`config.mk`:
```
export PLATFORM = sky130hd
export DESIGN_NAME = five_point_cubic_smoothing_top
export DESIGN_NICKNAME = d
export VERILOG_FILES = /design/src/design/scs_pkg.sv /design/src/design/five_point_cubic_smoothing_top.sv /design/src/design/scs_front.sv /design/src/design/scs_queue.sv /design/src/design/scs_back.sv
export SDC_FILE = /design/constraint.sdc
export NUM_CORES = 2
export LEC_CHECK = 0
export BUFFER_PORTS_ARGS = -buffer_cell sky130_fd_sc_hd__buf_2
export CORE_MARGIN = 2
export CORE_UTILIZATION = 55
export CTS_BUF_LIST = sky130_fd_sc_hd__clkbuf_4 sky130_fd_sc_hd__clkbuf_8
export CTS_CLUSTER_DIAMETER = 30
export DETAILED_ROUTE_END_ITERATION = 16
export PLACE_DENSITY = 0.69
export SLEW_MARGIN = 20
export SYNTH_ARGS = -nofsm -noshare
export SYNTH_HDL_FRONTEND = slang
export SYNTH_SLANG_ARGS = --single-unit
```
`constraint.sdc`:
```
create_clock -name clk_i -period 14 [get_ports clk_i]
set_input_delay 2.8 -clock clk_i [delete_from_list [all_inputs] [get_ports clk_i]]
set_output_delay 2.8 -clock clk_i [all_outputs]
set_load 0.03 [all_outputs]
```
`src/design/scs_pkg.sv`:
```
// Package for the five-point cubic smoothing block.
// Holds the word types, the job passed from front to back, and the kernel tables.
// No dependencies.
package scs_pkg;

  // Sample format
  localparam int unsigned SampleWidth = 16;
  localparam int unsigned WinLen      = 5;
  localparam int unsigned CntW        = 3;   // holds 0..WinLen

  typedef logic signed [SampleWidth-1:0] sample_t;
  typedef logic signed [7:0]             coef_t;

  localparam sample_t SampleMin = {1'b1, {(SampleWidth-1){1'b0}}};
  localparam sample_t SampleMax = {1'b0, {(SampleWidth-1){1'b1}}};

  // Input and output words
  typedef struct packed {
    sample_t sample;
    logic    last_sample;
  } in_word_t;

  typedef struct packed {
    sample_t smoothed;
    logic    last_result;
  } out_word_t;

  // What a job asks the back end to produce
  typedef enum logic [2:0] {
    PlanShort,     // pass held samples through unchanged
    PlanStart,     // first, second and center kernels
    PlanStartEnd,  // all five kernels over one window
    PlanMid,       // center kernel only
    PlanMidEnd     // center, penultimate and final kernels
  } plan_e;

  typedef enum logic [2:0] {
    KFirst,
    KSecond,
    KMid,
    KPenult,
    KFinal,
    KPass
  } kern_e;

  typedef struct packed {
    sample_t [WinLen-1:0] win;   // index 0 is the oldest sample
    plan_e                plan;
    logic [CntW-1:0]      nres;  // number of results this job gives
    logic                 last;  // job closes the sequence
  } scs_job_t;

  // Kernel coefficients, index 0 applies to the oldest sample
  localparam coef_t [WinLen-1:0] CoefFirst  = {-8'sd1, 8'sd4, -8'sd6, 8'sd4, 8'sd69};
  localparam coef_t [WinLen-1:0] CoefSecond = {8'sd2, -8'sd8, 8'sd12, 8'sd27, 8'sd2};
  localparam coef_t [WinLen-1:0] CoefMid    = {-8'sd3, 8'sd12, 8'sd17, 8'sd12, -8'sd3};
  localparam coef_t [WinLen-1:0] CoefPenult = {8'sd2, 8'sd27, 8'sd12, -8'sd8, 8'sd2};
  localparam coef_t [WinLen-1:0] CoefFinal  = {8'sd69, 8'sd4, -8'sd6, 8'sd4, -8'sd1};
  localparam coef_t              CoefPass   = 8'sd35;  // identity scaled by the divisor

  // Base divisor; end kernels use twice this
  localparam int unsigned Div     = 35;
  localparam int unsigned HalfDiv = Div / 2;

endpackage

```
`src/design/five_point_cubic_smoothing_top.sv`:
```
// Top level of the five-point cubic smoothing block.
// Instantiates scs_front, scs_queue and scs_back; depends on scs_pkg.
//
//   Channel | Direction | Handshake                 | Word
//   --------+-----------+---------------------------+-----------
//   in      | input     | in_valid_i / in_ready_o   | in_word_i
//   out     | output    | out_valid_o / out_ready_i | out_word_o
//
// Sustained rate is one sample a cycle while each sample gives one result and the output is not held back.
// A sample that opens a full window gives three or five results, one that closes a sequence
// gives three, or as many as the samples held if the window never filled; the back end works through a
// job's results one at a time, and the front keeps taking samples until the job queue (QueueDepth entries) is full.
// A job at the queue head reaches the output through the product, sum, rounding, quotient and output registers.
// Reset clears the window, count, queue and pipeline valids; a word held at the
// output while out_ready_i is low freezes the whole back pipeline.
module five_point_cubic_smoothing_top import scs_pkg::*; #(
  parameter int unsigned QueueDepth = 4
) (
  input  logic      clk_i,
  input  logic      rst_ni,
  input  logic      in_valid_i,
  output logic      in_ready_o,
  input  in_word_t  in_word_i,
  output logic      out_valid_o,
  input  logic      out_ready_i,
  output out_word_t out_word_o
);

  logic     push_valid, push_ready, pop_valid, pop_ready;
  scs_job_t push_job, pop_job;

  // Window and planning
  scs_front u_front (
    .clk_i       (clk_i),
    .rst_ni      (rst_ni),
    .in_valid_i  (in_valid_i),
    .in_ready_o  (in_ready_o),
    .in_word_i   (in_word_i),
    .job_valid_o (push_valid),
    .job_ready_i (push_ready),
    .job_o       (push_job)
  );

  // Job queue
  scs_queue #(
    .Depth (QueueDepth)
  ) u_queue (
    .clk_i        (clk_i),
    .rst_ni       (rst_ni),
    .push_valid_i (push_valid),
    .push_ready_o (push_ready),
    .push_job_i   (push_job),
    .pop_valid_o  (pop_valid),
    .pop_ready_i  (pop_ready),
    .pop_job_o    (pop_job)
  );

  // Kernel evaluation
  scs_back u_back (
    .clk_i       (clk_i),
    .rst_ni      (rst_ni),
    .job_valid_i (pop_valid),
    .job_ready_o (pop_ready),
    .job_i       (pop_job),
    .out_valid_o (out_valid_o),
    .out_ready_i (out_ready_i),
    .out_word_o  (out_word_o)
  );

endmodule

```
`src/design/scs_front.sv`:
```
// Front end of the smoothing block: sample window, sequence count, job planning.
// Depends on scs_pkg.
module scs_front import scs_pkg::*; (
  input  logic     clk_i,
  input  logic     rst_ni,
  input  logic     in_valid_i,
  output logic     in_ready_o,
  input  in_word_t in_word_i,
  output logic     job_valid_o,
  input  logic     job_ready_i,
  output scs_job_t job_o
);

  sample_t [WinLen-1:0] win_q, win_d, win_new;
  logic [CntW-1:0]      cnt_q, cnt_d, cnt_new;
  logic                 accept;
  logic                 need_push;

  assign in_ready_o = job_ready_i;
  assign accept     = in_valid_i && in_ready_o;

  // Next window: fill while short, shift once full
  always_comb begin
    win_new = win_q;
    cnt_new = cnt_q;
    if (cnt_q < CntW'(WinLen)) begin
      win_new[cnt_q] = in_word_i.sample;
      cnt_new        = cnt_q + 1'b1;
    end else begin
      for (int i = 0; i < WinLen - 1; i++) begin
        win_new[i] = win_q[i+1];
      end
      win_new[WinLen-1] = in_word_i.sample;
    end
  end

  // Decide what results this sample causes
  always_comb begin
    need_push  = 1'b0;
    job_o.win  = win_new;
    job_o.plan = PlanMid;
    job_o.nres = CntW'(1);
    job_o.last = in_word_i.last_sample;
    if (cnt_q < CntW'(WinLen)) begin
      if (cnt_new == CntW'(WinLen)) begin
        need_push  = 1'b1;
        job_o.plan = in_word_i.last_sample ? PlanStartEnd : PlanStart;
        job_o.nres = in_word_i.last_sample ? CntW'(5) : CntW'(3);
      end else if (in_word_i.last_sample) begin
        need_push  = 1'b1;
        job_o.plan = PlanShort;
        job_o.nres = cnt_new;
      end
    end else begin
      need_push  = 1'b1;
      job_o.plan = in_word_i.last_sample ? PlanMidEnd : PlanMid;
      job_o.nres = in_word_i.last_sample ? CntW'(3) : CntW'(1);
    end
  end

  assign job_valid_o = in_valid_i && need_push;

  // Last sample clears the sequence
  always_comb begin
    win_d = win_q;
    cnt_d = cnt_q;
    if (accept) begin
      if (in_word_i.last_sample) begin
        win_d = '0;
        cnt_d = '0;
      end else begin
        win_d = win_new;
        cnt_d = cnt_new;
      end
    end
  end

  always_ff @(posedge clk_i or negedge rst_ni) begin
    if (!rst_ni) begin
      win_q <= '0;
      cnt_q <= '0;
    end else begin
      win_q <= win_d;
      cnt_q <= cnt_d;
    end
  end

  // Checks
  assert property (@(posedge clk_i) disable iff (!rst_ni)
    accept && in_word_i.last_sample |=> cnt_q == '0)
    else $error("sequence count not cleared after last sample");

  assert property (@(posedge clk_i) disable iff (!rst_ni)
    cnt_q <= CntW'(WinLen))
    else $error("sequence count beyond window length");

endmodule

```
`src/design/scs_queue.sv`:
```
// Short job queue between the front and back ends of the smoothing block.
// Depends on scs_pkg.
module scs_queue import scs_pkg::*; #(
  parameter int unsigned Depth = 4
) (
  input  logic     clk_i,
  input  logic     rst_ni,
  input  logic     push_valid_i,
  output logic     push_ready_o,
  input  scs_job_t push_job_i,
  output logic     pop_valid_o,
  input  logic     pop_ready_i,
  output scs_job_t pop_job_o
);

  localparam int unsigned PtrW = $clog2(Depth);
  localparam int unsigned QCntW = $clog2(Depth + 1);

  scs_job_t            mem_q [Depth];
  logic [PtrW-1:0]     wr_ptr_q, wr_ptr_d, rd_ptr_q, rd_ptr_d;
  logic [QCntW-1:0]    cnt_q, cnt_d;
  logic                push, pop;

  assign push_ready_o = cnt_q != QCntW'(Depth);
  assign pop_valid_o  = cnt_q != '0;
  assign push         = push_valid_i && push_ready_o;
  assign pop          = pop_valid_o && pop_ready_i;
  assign pop_job_o    = mem_q[rd_ptr_q];

  // Pointer and fill bookkeeping
  always_comb begin
    wr_ptr_d = wr_ptr_q;
    rd_ptr_d = rd_ptr_q;
    cnt_d    = cnt_q;
    if (push) begin
      wr_ptr_d = (wr_ptr_q == PtrW'(Depth - 1)) ? '0 : wr_ptr_q + 1'b1;
    end
    if (pop) begin
      rd_ptr_d = (rd_ptr_q == PtrW'(Depth - 1)) ? '0 : rd_ptr_q + 1'b1;
    end
    if (push && !pop) begin
      cnt_d = cnt_q + 1'b1;
    end else if (pop && !push) begin
      cnt_d = cnt_q - 1'b1;
    end
  end

  always_ff @(posedge clk_i or negedge rst_ni) begin
    if (!rst_ni) begin
      wr_ptr_q <= '0;
      rd_ptr_q <= '0;
      cnt_q    <= '0;
    end else begin
      wr_ptr_q <= wr_ptr_d;
      rd_ptr_q <= rd_ptr_d;
      cnt_q    <= cnt_d;
    end
  end

  // Storage
  always_ff @(posedge clk_i) begin
    if (push) begin
      mem_q[wr_ptr_q] <= push_job_i;
    end
  end

  // Checks
  assert property (@(posedge clk_i) disable iff (!rst_ni)
    cnt_q <= QCntW'(Depth))
    else $error("queue fill count beyond depth");

endmodule

```
`src/design/scs_back.sv`:
```
// Back end of the smoothing block: steps through each job's kernels and runs
// the multiply, sum, divide-round and saturate pipeline. Depends on scs_pkg.
module scs_back import scs_pkg::*; (
  input  logic      clk_i,
  input  logic      rst_ni,
  input  logic      job_valid_i,
  output logic      job_ready_o,
  input  scs_job_t  job_i,
  output logic      out_valid_o,
  input  logic      out_ready_i,
  output out_word_t out_word_o
);

  // Datapath widths
  localparam int unsigned SumW   = SampleWidth + 8;       // products and kernel sums
  localparam int unsigned XW     = SampleWidth + 6;       // rounded magnitude
  localparam int unsigned RecipW = XW - 5;                // reciprocal of 35
  localparam int unsigned QW     = RecipW;                // quotient
  localparam int unsigned PW     = XW + RecipW;           // reciprocal product
  localparam logic [RecipW-1:0] Recip = RecipW'((64'd1 << XW) / Div);
  localparam logic [QW:0]       PosLim = (QW+1)'(2 ** (SampleWidth - 1) - 1);
  localparam logic [QW:0]       NegLim = (QW+1)'(2 ** (SampleWidth - 1));

  // Kernel for a given step of a job
  function automatic kern_e kern_of(plan_e plan, logic [CntW-1:0] step);
    kern_e k;
    k = KMid;
    case (plan)
      PlanShort: k = KPass;
      PlanStart, PlanStartEnd: begin
        case (step)
          CntW'(0): k = KFirst;
          CntW'(1): k = KSecond;
          CntW'(2): k = KMid;
          CntW'(3): k = KPenult;
          default:  k = KFinal;
        endcase
      end
      PlanMid: k = KMid;
      PlanMidEnd: begin
        case (step)
          CntW'(0): k = KMid;
          CntW'(1): k = KPenult;
          default:  k = KFinal;
        endcase
      end
      default: k = KMid;
    endcase
    return k;
  endfunction

  function automatic coef_t coef_of(kern_e k, logic [CntW-1:0] step, logic [CntW-1:0] idx);
    coef_t c;
    c = '0;
    case (k)
      KFirst:  c = CoefFirst[idx];
      KSecond: c = CoefSecond[idx];
      KMid:    c = CoefMid[idx];
      KPenult: c = CoefPenult[idx];
      KFinal:  c = CoefFinal[idx];
      KPass:   c = (idx == step) ? CoefPass : '0;
      default: c = '0;
    endcase
    return c;
  endfunction

  logic            adv, fire, final_step;
  kern_e           kern;
  logic [CntW-1:0] step_q, step_d;

  // Stage valids
  logic v1_q, v2_q, v3_q, v4_q, v5_q;

  // Stage payloads
  logic signed [SumW-1:0] prod_q [WinLen];
  logic                   div70_1_q, last_1_q;
  logic signed [SumW-1:0] sum_q, sum_d;
  logic                   div70_2_q, last_2_q;
  logic [XW-1:0]          x3_q, x3_d;
  logic                   neg_3_q, last_3_q;
  logic [XW-1:0]          x4_q;
  logic [QW-1:0]          q0_q;
  logic                   neg_4_q, last_4_q;
  out_word_t              out_q, out_d;

  logic [SumW-1:0]        mag;
  logic [SumW-1:0]        xfull;
  logic [PW-1:0]          recip_prod;
  logic [XW-1:0]          m35, rem;
  logic [QW:0]            quo, quo_neg;

  // Whole pipeline moves when the output slot is free or being taken
  assign adv = !v5_q || out_ready_i;

  // Step sequencer over the head job
  assign kern        = kern_of(job_i.plan, step_q);
  assign final_step  = step_q == (job_i.nres - 1'b1);
  assign fire        = job_valid_i && adv;
  assign job_ready_o = adv && final_step;

  always_comb begin
    step_d = step_q;
    if (fire) begin
      step_d = final_step ? '0 : step_q + 1'b1;
    end
  end

  // Stage 1: coefficient products, one lane per tap
  always_ff @(posedge clk_i) begin
    if (adv) begin
      for (int i = 0; i < WinLen; i++) begin
        prod_q[i] <= SumW'(coef_of(kern, step_q, CntW'(i))) * SumW'(job_i.win[i]);
      end
      div70_1_q <= (kern == KFirst) || (kern == KFinal);
      last_1_q  <= job_i.last && final_step;
    end
  end

  // Stage 2: kernel sum
  always_comb begin
    sum_d = '0;
    for (int i = 0; i < WinLen; i++) begin
      sum_d = sum_d + prod_q[i];
    end
  end

  always_ff @(posedge clk_i) begin
    if (adv) begin
      sum_q     <= sum_d;
      div70_2_q <= div70_1_q;
      last_2_q  <= last_1_q;
    end
  end

  // Stage 3: magnitude with rounding offset; /70 folds into a halving then /35
  assign mag   = sum_q[SumW-1] ? SumW'(-sum_q) : SumW'(sum_q);
  assign xfull = div70_2_q ? ((mag + SumW'(Div)) >> 1) : (mag + SumW'(HalfDiv));
  assign x3_d  = xfull[XW-1:0];

  always_ff @(posedge clk_i) begin
    if (adv) begin
      x3_q     <= x3_d;
      neg_3_q  <= sum_q[SumW-1];
      last_3_q <= last_2_q;
    end
  end

  // Stage 4: quotient estimate by reciprocal, low by at most one
  assign recip_prod = PW'(x3_q) * PW'(Recip);

  always_ff @(posedge clk_i) begin
    if (adv) begin
      q0_q     <= recip_prod[XW +: QW];
      x4_q     <= x3_q;
      neg_4_q  <= neg_3_q;
      last_4_q <= last_3_q;
    end
  end

  // Stage 5: correct the estimate, apply sign, saturate
  assign m35     = XW'(q0_q) * XW'(Div);
  assign rem     = x4_q - m35;
  assign quo     = (QW+1)'(q0_q) + (QW+1)'(rem >= XW'(Div));
  assign quo_neg = '0 - quo;

  always_comb begin
    out_d.last_result = last_4_q;
    if (neg_4_q) begin
      out_d.smoothed = (quo > NegLim) ? SampleMin : quo_neg[SampleWidth-1:0];
    end else begin
      out_d.smoothed = (quo > PosLim) ? SampleMax : quo[SampleWidth-1:0];
    end
  end

  always_ff @(posedge clk_i) begin
    if (adv) begin
      out_q <= out_d;
    end
  end

  // Control registers
  always_ff @(posedge clk_i or negedge rst_ni) begin
    if (!rst_ni) begin
      step_q <= '0;
      v1_q   <= 1'b0;
      v2_q   <= 1'b0;
      v3_q   <= 1'b0;
      v4_q   <= 1'b0;
      v5_q   <= 1'b0;
    end else begin
      step_q <= step_d;
      if (adv) begin
        v1_q <= fire;
        v2_q <= v1_q;
        v3_q <= v2_q;
        v4_q <= v3_q;
        v5_q <= v4_q;
      end
    end
  end

  assign out_valid_o = v5_q;
  assign out_word_o  = out_q;

  // Checks
  assert property (@(posedge clk_i) disable iff (!rst_ni)
    step_q != '0 |-> job_valid_i)
    else $error("job left the queue head in the middle of its steps");

  assert property (@(posedge clk_i) disable iff (!rst_ni)
    step_q < CntW'(WinLen))
    else $error("step counter beyond window length");

endmodule
```
== After elaboration in Yosys (flattened, before gate mapping) ==
Memories as Yosys holds them, arrays and structs flattened.
Cells that the tools add are included.
Word-level totals
  flip-flop bits (word level): 208
  bits in writable memories: 468
  memories: 2
Memory list
  u_queue.mem_q: words 4, bits a word 87, rd ports 1, clocked after memory_dff 0, write ports 1, line scs_queue.sv:19  | scs_job_t mem_q [Depth];
  u_back.prod_q: words 5, bits a word 24, rd ports 5, clocked after memory_dff 0, write ports 5, line scs_back.sv:75  | logic signed [SumW-1:0] prod_q [WinLen];
Operators by class
  $add $sub $neg: 17
  multiply operators: 7
  magnitude comparators: 6
  eq/ne operators: 20
  muxes and demuxes: 49
  reduce and logical (&&, ||, !) cells: 23
Operators by type and width (number)
  2-to-1 mux 80 bit: 2
  one-hot mux 8 bit (5 select lines): 4
  multiplier 8 x 16 -> 24 bit: 5
  adder 24 bit: 4
  bitwise mux 80 bit: 1
  2-to-1 mux 16 bit: 4
  demux 16 bit (select 3 bit): 1
  2-to-1 mux 6 bit: 7
  2-to-1 mux 8 bit: 5
  multiplier 22 x 17 -> 39 bit, second input constant: 1
  one-hot mux 8 bit (4 select lines): 1
  adder 23 x 6 -> 23 bit, second input constant: 1
  2-to-1 mux 23 bit: 1
  negator 23 bit: 1
  adder 22 x 5 -> 22 bit, second input constant: 1
  >= comparator 22 x 6 -> 1 bit, second input constant: 1
  multiplier 17 x 6 -> 22 bit, second input constant: 1
  2-to-1 mux 22 bit: 1
  subtractor 22 bit: 1
  2-to-1 mux 3 bit: 7
  adder 17 x 1 -> 18 bit: 1
  > comparator 18 x 15 -> 1 bit, second input constant: 1
  > comparator 18 x 16 -> 1 bit, second input constant: 1
  subtractor 1 x 16 -> 16 bit, first input constant: 1
  28 further kinds: 68

== Depth between registers and ports, before layout ==
  depth after elaboration: 11
  mapped depth: 33
  depth with buffers taken out: 32

== Cells and area by module ==
Synthesis repeated with hierarchy kept, for this count alone.
Second synthesis, totals
  cells, all modules: 5268
  area total of the unflattened synthesis: 59612.2 um^2
Modules (own cells, without submodules)
  scs_back: times used 1, cells each 4139, area each 41332.1 um^2, sequential area each 7106.8 um^2
  scs_queue: times used 1, cells each 491, area each 12964.9 um^2, sequential area each 10625.2 um^2
  scs_front: times used 1, cells each 638, area each 5315.1 um^2, sequential area each 2077.0 um^2

== Least setup slack after synthesis ==
No wires, ideal clock.
  kind: input to register
  from: input out_ready_i
  to: register u_queue.cnt_q[1]
  library setup time: 0.125 ns
  data arrival time: 12.547 ns
  path slack: 1.329 ns
  cell stages on the path: 9
  buffers on the path: 1
  cells stage by stage: nand2b_1 > clkbuf_1 > o31ai_1 > nor4_1 > inv_1 > ha_1 > inv_1 > fa_1 > mux2_2
Between the ends
  cells in the longest elaborated chain, start to end: 6
  elaborated cells on any way between the ends: 8
RTL lines
  start: declaration: line five_point_cubic_smoothing_top.sv:25  | input logic out_ready_i,
  logical OR 1 bit: line scs_back.sv:93  | assign adv = !v5_q || out_ready_i;
  logical AND 1 bit: line scs_back.sv:99  | assign job_ready_o = adv && final_step;
  logical AND 1 bit: line scs_queue.sv:27  | assign pop = pop_valid_o && pop_ready_i;
  zero test 1 bit: line scs_queue.sv:41  | if (push && !pop) begin
  logical AND 1 bit: line scs_queue.sv:41
  2-to-1 mux 3 bit: line scs_queue.sv:41
  via u_queue.cnt_d[1]: line scs_queue.sv:21  | logic [QCntW-1:0] cnt_q, cnt_d;
  end signal: assignment: line scs_queue.sv:56  | cnt_q <= cnt_d;
  end: declaration: line scs_queue.sv:21
The timed path passes the listed nets, and every way through them passes these cells.
A chain may end at the register's enable or synchronous reset.

==> impl_metrics.env <==
export IMPL_synth_xor_area_frac=0.0347
export IMPL_start_util=0.553
export IMPL_synth_top_family_by_area="adder cells"
export IMPL_grt_max_degree=100
export IMPL_synthCells=5267
export IMPL_critPathMaxFanout=49
export IMPL_path_clk_slew_ns=0.06
export IMPL_routed_via_density=5.52
export IMPL_cts_resized=0
export IMPL_start_kind="flip-flop"
export IMPL_post_route_cells_drive_above_1_share=0.0914
export IMPL_fin_skew_ns=0.0573
export IMPL_synth_edf_count=578
export IMPL_synth_top_area_cell="edfxtp_1"
export IMPL_ys_ff_latch=676
export IMPL_status="finished clean"
export IMPL_first_pass_iters=6
export IMPL_maxSlewViolCount=0
export IMPL_num_vias=37927
export IMPL_tightest_slew_ns=1.02
export IMPL_fill_cells=8673
export IMPL_antenna_found_initial=5
export IMPL_tns_ns=0
export IMPL_wl_per_cell_um=19.7
export IMPL_cts_hold_fix_buffers=0
export IMPL_min_delay_worst_endpoint="u_back.out_word_o[0]"
export IMPL_hold_class="reg2reg"
export IMPL_cts_buffers=143
export IMPL_io_pins=40
export IMPL_synth_top_area_frac=0.294
export IMPL_worstHoldPathCells=0
export IMPL_crit_arrival_ns=9.63
export IMPL_setup_ws_ns=4.92
export IMPL_syn_nets=6473
export IMPL_yosys_area_share_simple=0.0952
export IMPL_post_place_ws_ns=5.07
export IMPL_critical_path_required_ns=14.55
export IMPL_die_w_um=332
export IMPL_path_class="reg2reg"
export IMPL_cpMostUsedCell="inv_1"
export IMPL_rsz0062_at_grt="false"
export IMPL_die_area_um2=110000
export IMPL_clock_fmax_mhz=110
export IMPL_synth_area_leaders="edfxtp_1 (29%), fa_1 (24%), ha_1 (10%)"
export IMPL_cts_htree_levels=4
export IMPL_routabilityCongestion=0.916
export IMPL_setup_viol=0
export IMPL_clk_latency_ns=0.83
export IMPL_cts_root_buf="clkbuf_8"
export IMPL_maxCapViolCount=0
export IMPL_crit_slowest_cell="dfrtp_4"
export IMPL_fin_crit_sh=0.648
export IMPL_synth_area_um2=59000
export IMPL_period_needed_ns=9.08
export IMPL_num_rows=120
export IMPL_synth_compound_area_frac=0.0758
export IMPL_area_growth_pct=8.78
export IMPL_synthMuxAreaShare=0.0495
export IMPL_r2r_cells=25
export IMPL_yosys_warnings=0
export IMPL_final_cell_mix="inv_1 (919), fa_1 (705), edfxtp_1 (578)"
export IMPL_cts_tree="done"
export IMPL_hold_viol=0
export IMPL_grtUsageTotal=0.255
export IMPL_grt_pass1_vias=39697
export IMPL_syn_avg_cell_area_um2=11.2
export IMPL_critPathMaxStageDelay_ns=0.83
export IMPL_final_common_cell="inv_1"
export IMPL_route_detailed_drc=0
export IMPL_grt_pass1_wl_um=219000
export IMPL_portBuffers=39
export IMPL_synth_seq_area_share=0.336
export IMPL_dpl_hpwl_um=105000
export IMPL_async_flop_share=0.145
export IMPL_yosysUniqueCellTypes=83
export IMPL_timing_rr_start="u_queue.rd_ptr_q[0]"
export IMPL_final_util=0.602
export IMPL_final_nets=6555
export IMPL_relSlewSlack=0.312
export IMPL_cts_sinks=676
export IMPL_post_cts_buffers=0
export IMPL_postRouteAntennaNets=0
export IMPL_r2r_slack_ns=4.92
export IMPL_synth_fa_ha_area_frac=0.341
export IMPL_grt_ovfl_total=0
export IMPL_ctsLongestPathBuffers=3
export IMPL_seq_area_um2=19800
export IMPL_drt_iter0_markers=2453
export IMPL_core_area_um2=107000
export IMPL_multi_input_area_um2=35300
export IMPL_routed_wl_um=136000
export IMPL_worstHoldStart="u_back.last_4_q"
export IMPL_rr_endpoint="u_back.prod_q[0][47]"
export IMPL_fp_dieH_um=332
export IMPL_critPathCaptureType="flip-flop"
export IMPL_synth_top_flop_cell="edfxtp_1"
## sequential cells by signal, indices dropped and copies added, names as in the netlist, 3 cells and up
| register | flops |
|---|---|
| u_back.out_word_o | 17 |
| u_back.prod_q | 120 |
| u_back.q0_q | 17 |
| u_back.step_q | 3 |
| u_back.sum_q | 24 |
| u_back.x3_q | 22 |
| u_back.x4_q | 22 |
| u_front.cnt_q | 3 |
| u_front.win_q | 80 |
| u_queue.cnt_q | 3 |
| u_queue.mem_q | 348 |
## metal layers
metal,GRT usage,part of all wire,vias up
met5,0,0.000096,-
met3,0.0365,0.052,219
met4,0.102,0.040,2
li1,-,-,17687
met2,0.431,0.49,1061
met1,0.333,0.42,18958
## synth_stat cells (all sizes together) (27+ instances only)
library cell  instances
o21ai               148
ha                  480
a22o                 66
nor2b                71
nand3                38
o21a                 45
mux2                 58
xor2                 73
a21o                 54
a21oi               199
xnor2               161
nor3                 51
and2                148
edfxtp              578
fa                  705
inv                 919
nand2b               35
a211oi               27
nand2               360
clkbuf              125
mux4                 51
dfrtp                98
and3                 30
mux2i               112
nor2                371
## area by class of cell
cell class                      instances  area share
Antenna cell                            2   0.0000779
Multi-Input combinational cell       3523       0.549
Inverter                              919      0.0537
Tap cell                             1403      0.0273
Clock inverter                         81      0.0160
Timing Repair Buffer                   86     0.00863
Clock buffer                          183      0.0362
Sequential cell                       676       0.309
## worst max-delay path by stage
stage / from / to / slack, ns / depth (start not counted)
floorplan: out_ready_i / u_queue.cnt_q[1] / 1.33 / 9
global placement: u_queue.rd_ptr_q[0] / u_back.prod_q[0][47] / 5.25 / 25
detailed placement: u_queue.rd_ptr_q[0] / u_back.prod_q[0][47] / 5.07 / 25
CTS: u_queue.rd_ptr_q[0] / u_back.prod_q[0][47] / 5.00 / 25
global route: u_queue.rd_ptr_q[0] / u_back.prod_q[0][47] / 4.22 / 26
finish: u_queue.rd_ptr_q[0] / u_back.prod_q[0][47] / 4.92 / 25
## through the flow
| step | hold WS (ns) | std cells | instance area [um^2] |
|---|---|---|---|
| final | 0.426 | 6873 | 64200 |
| after global routing | 0.435 | 6873 | 64200 |
| after CTS | 0.419 | 6871 | 64200 |
| after detailed placement | 0.407 | 6607 | 60800 |
| after global placement | 0.405 | 6607 | 60800 |
| after floorplan | 0.400 | 5267 | 59000 |
## logic make-up (layout without fill, tap and decap cells)
family | Yosys count | count (layout)
AOI/OAI and AO/OA | 690 | 690
xor gates and xnor gates | 234 | 234
adders and majority gates | 1186 | 1186
buffers and inverters | 1068 | 1269
DFF | 676 | 676
muxes | 221 | 221
other | 0 | 2
and+or+nand+nor | 1192 | 1192
## worst max-delay path: cells and delay by family (launching register included)
family                   cells  cell delay, ns
AND/OR/NAND/NOR              5            1.91
XOR/XNOR                     1            0.16
multiplexers                 1            0.66
flip-flops                   1            0.83
buffers and inverters        4            0.76
AO/OA/AOI/OAI                9            2.56
adder cells (fa/ha/maj)      5            1.88
Power is left out: the tool's default activity adds up to more than one toggle a clock period on the data nets, which glitch-free logic cannot reach.
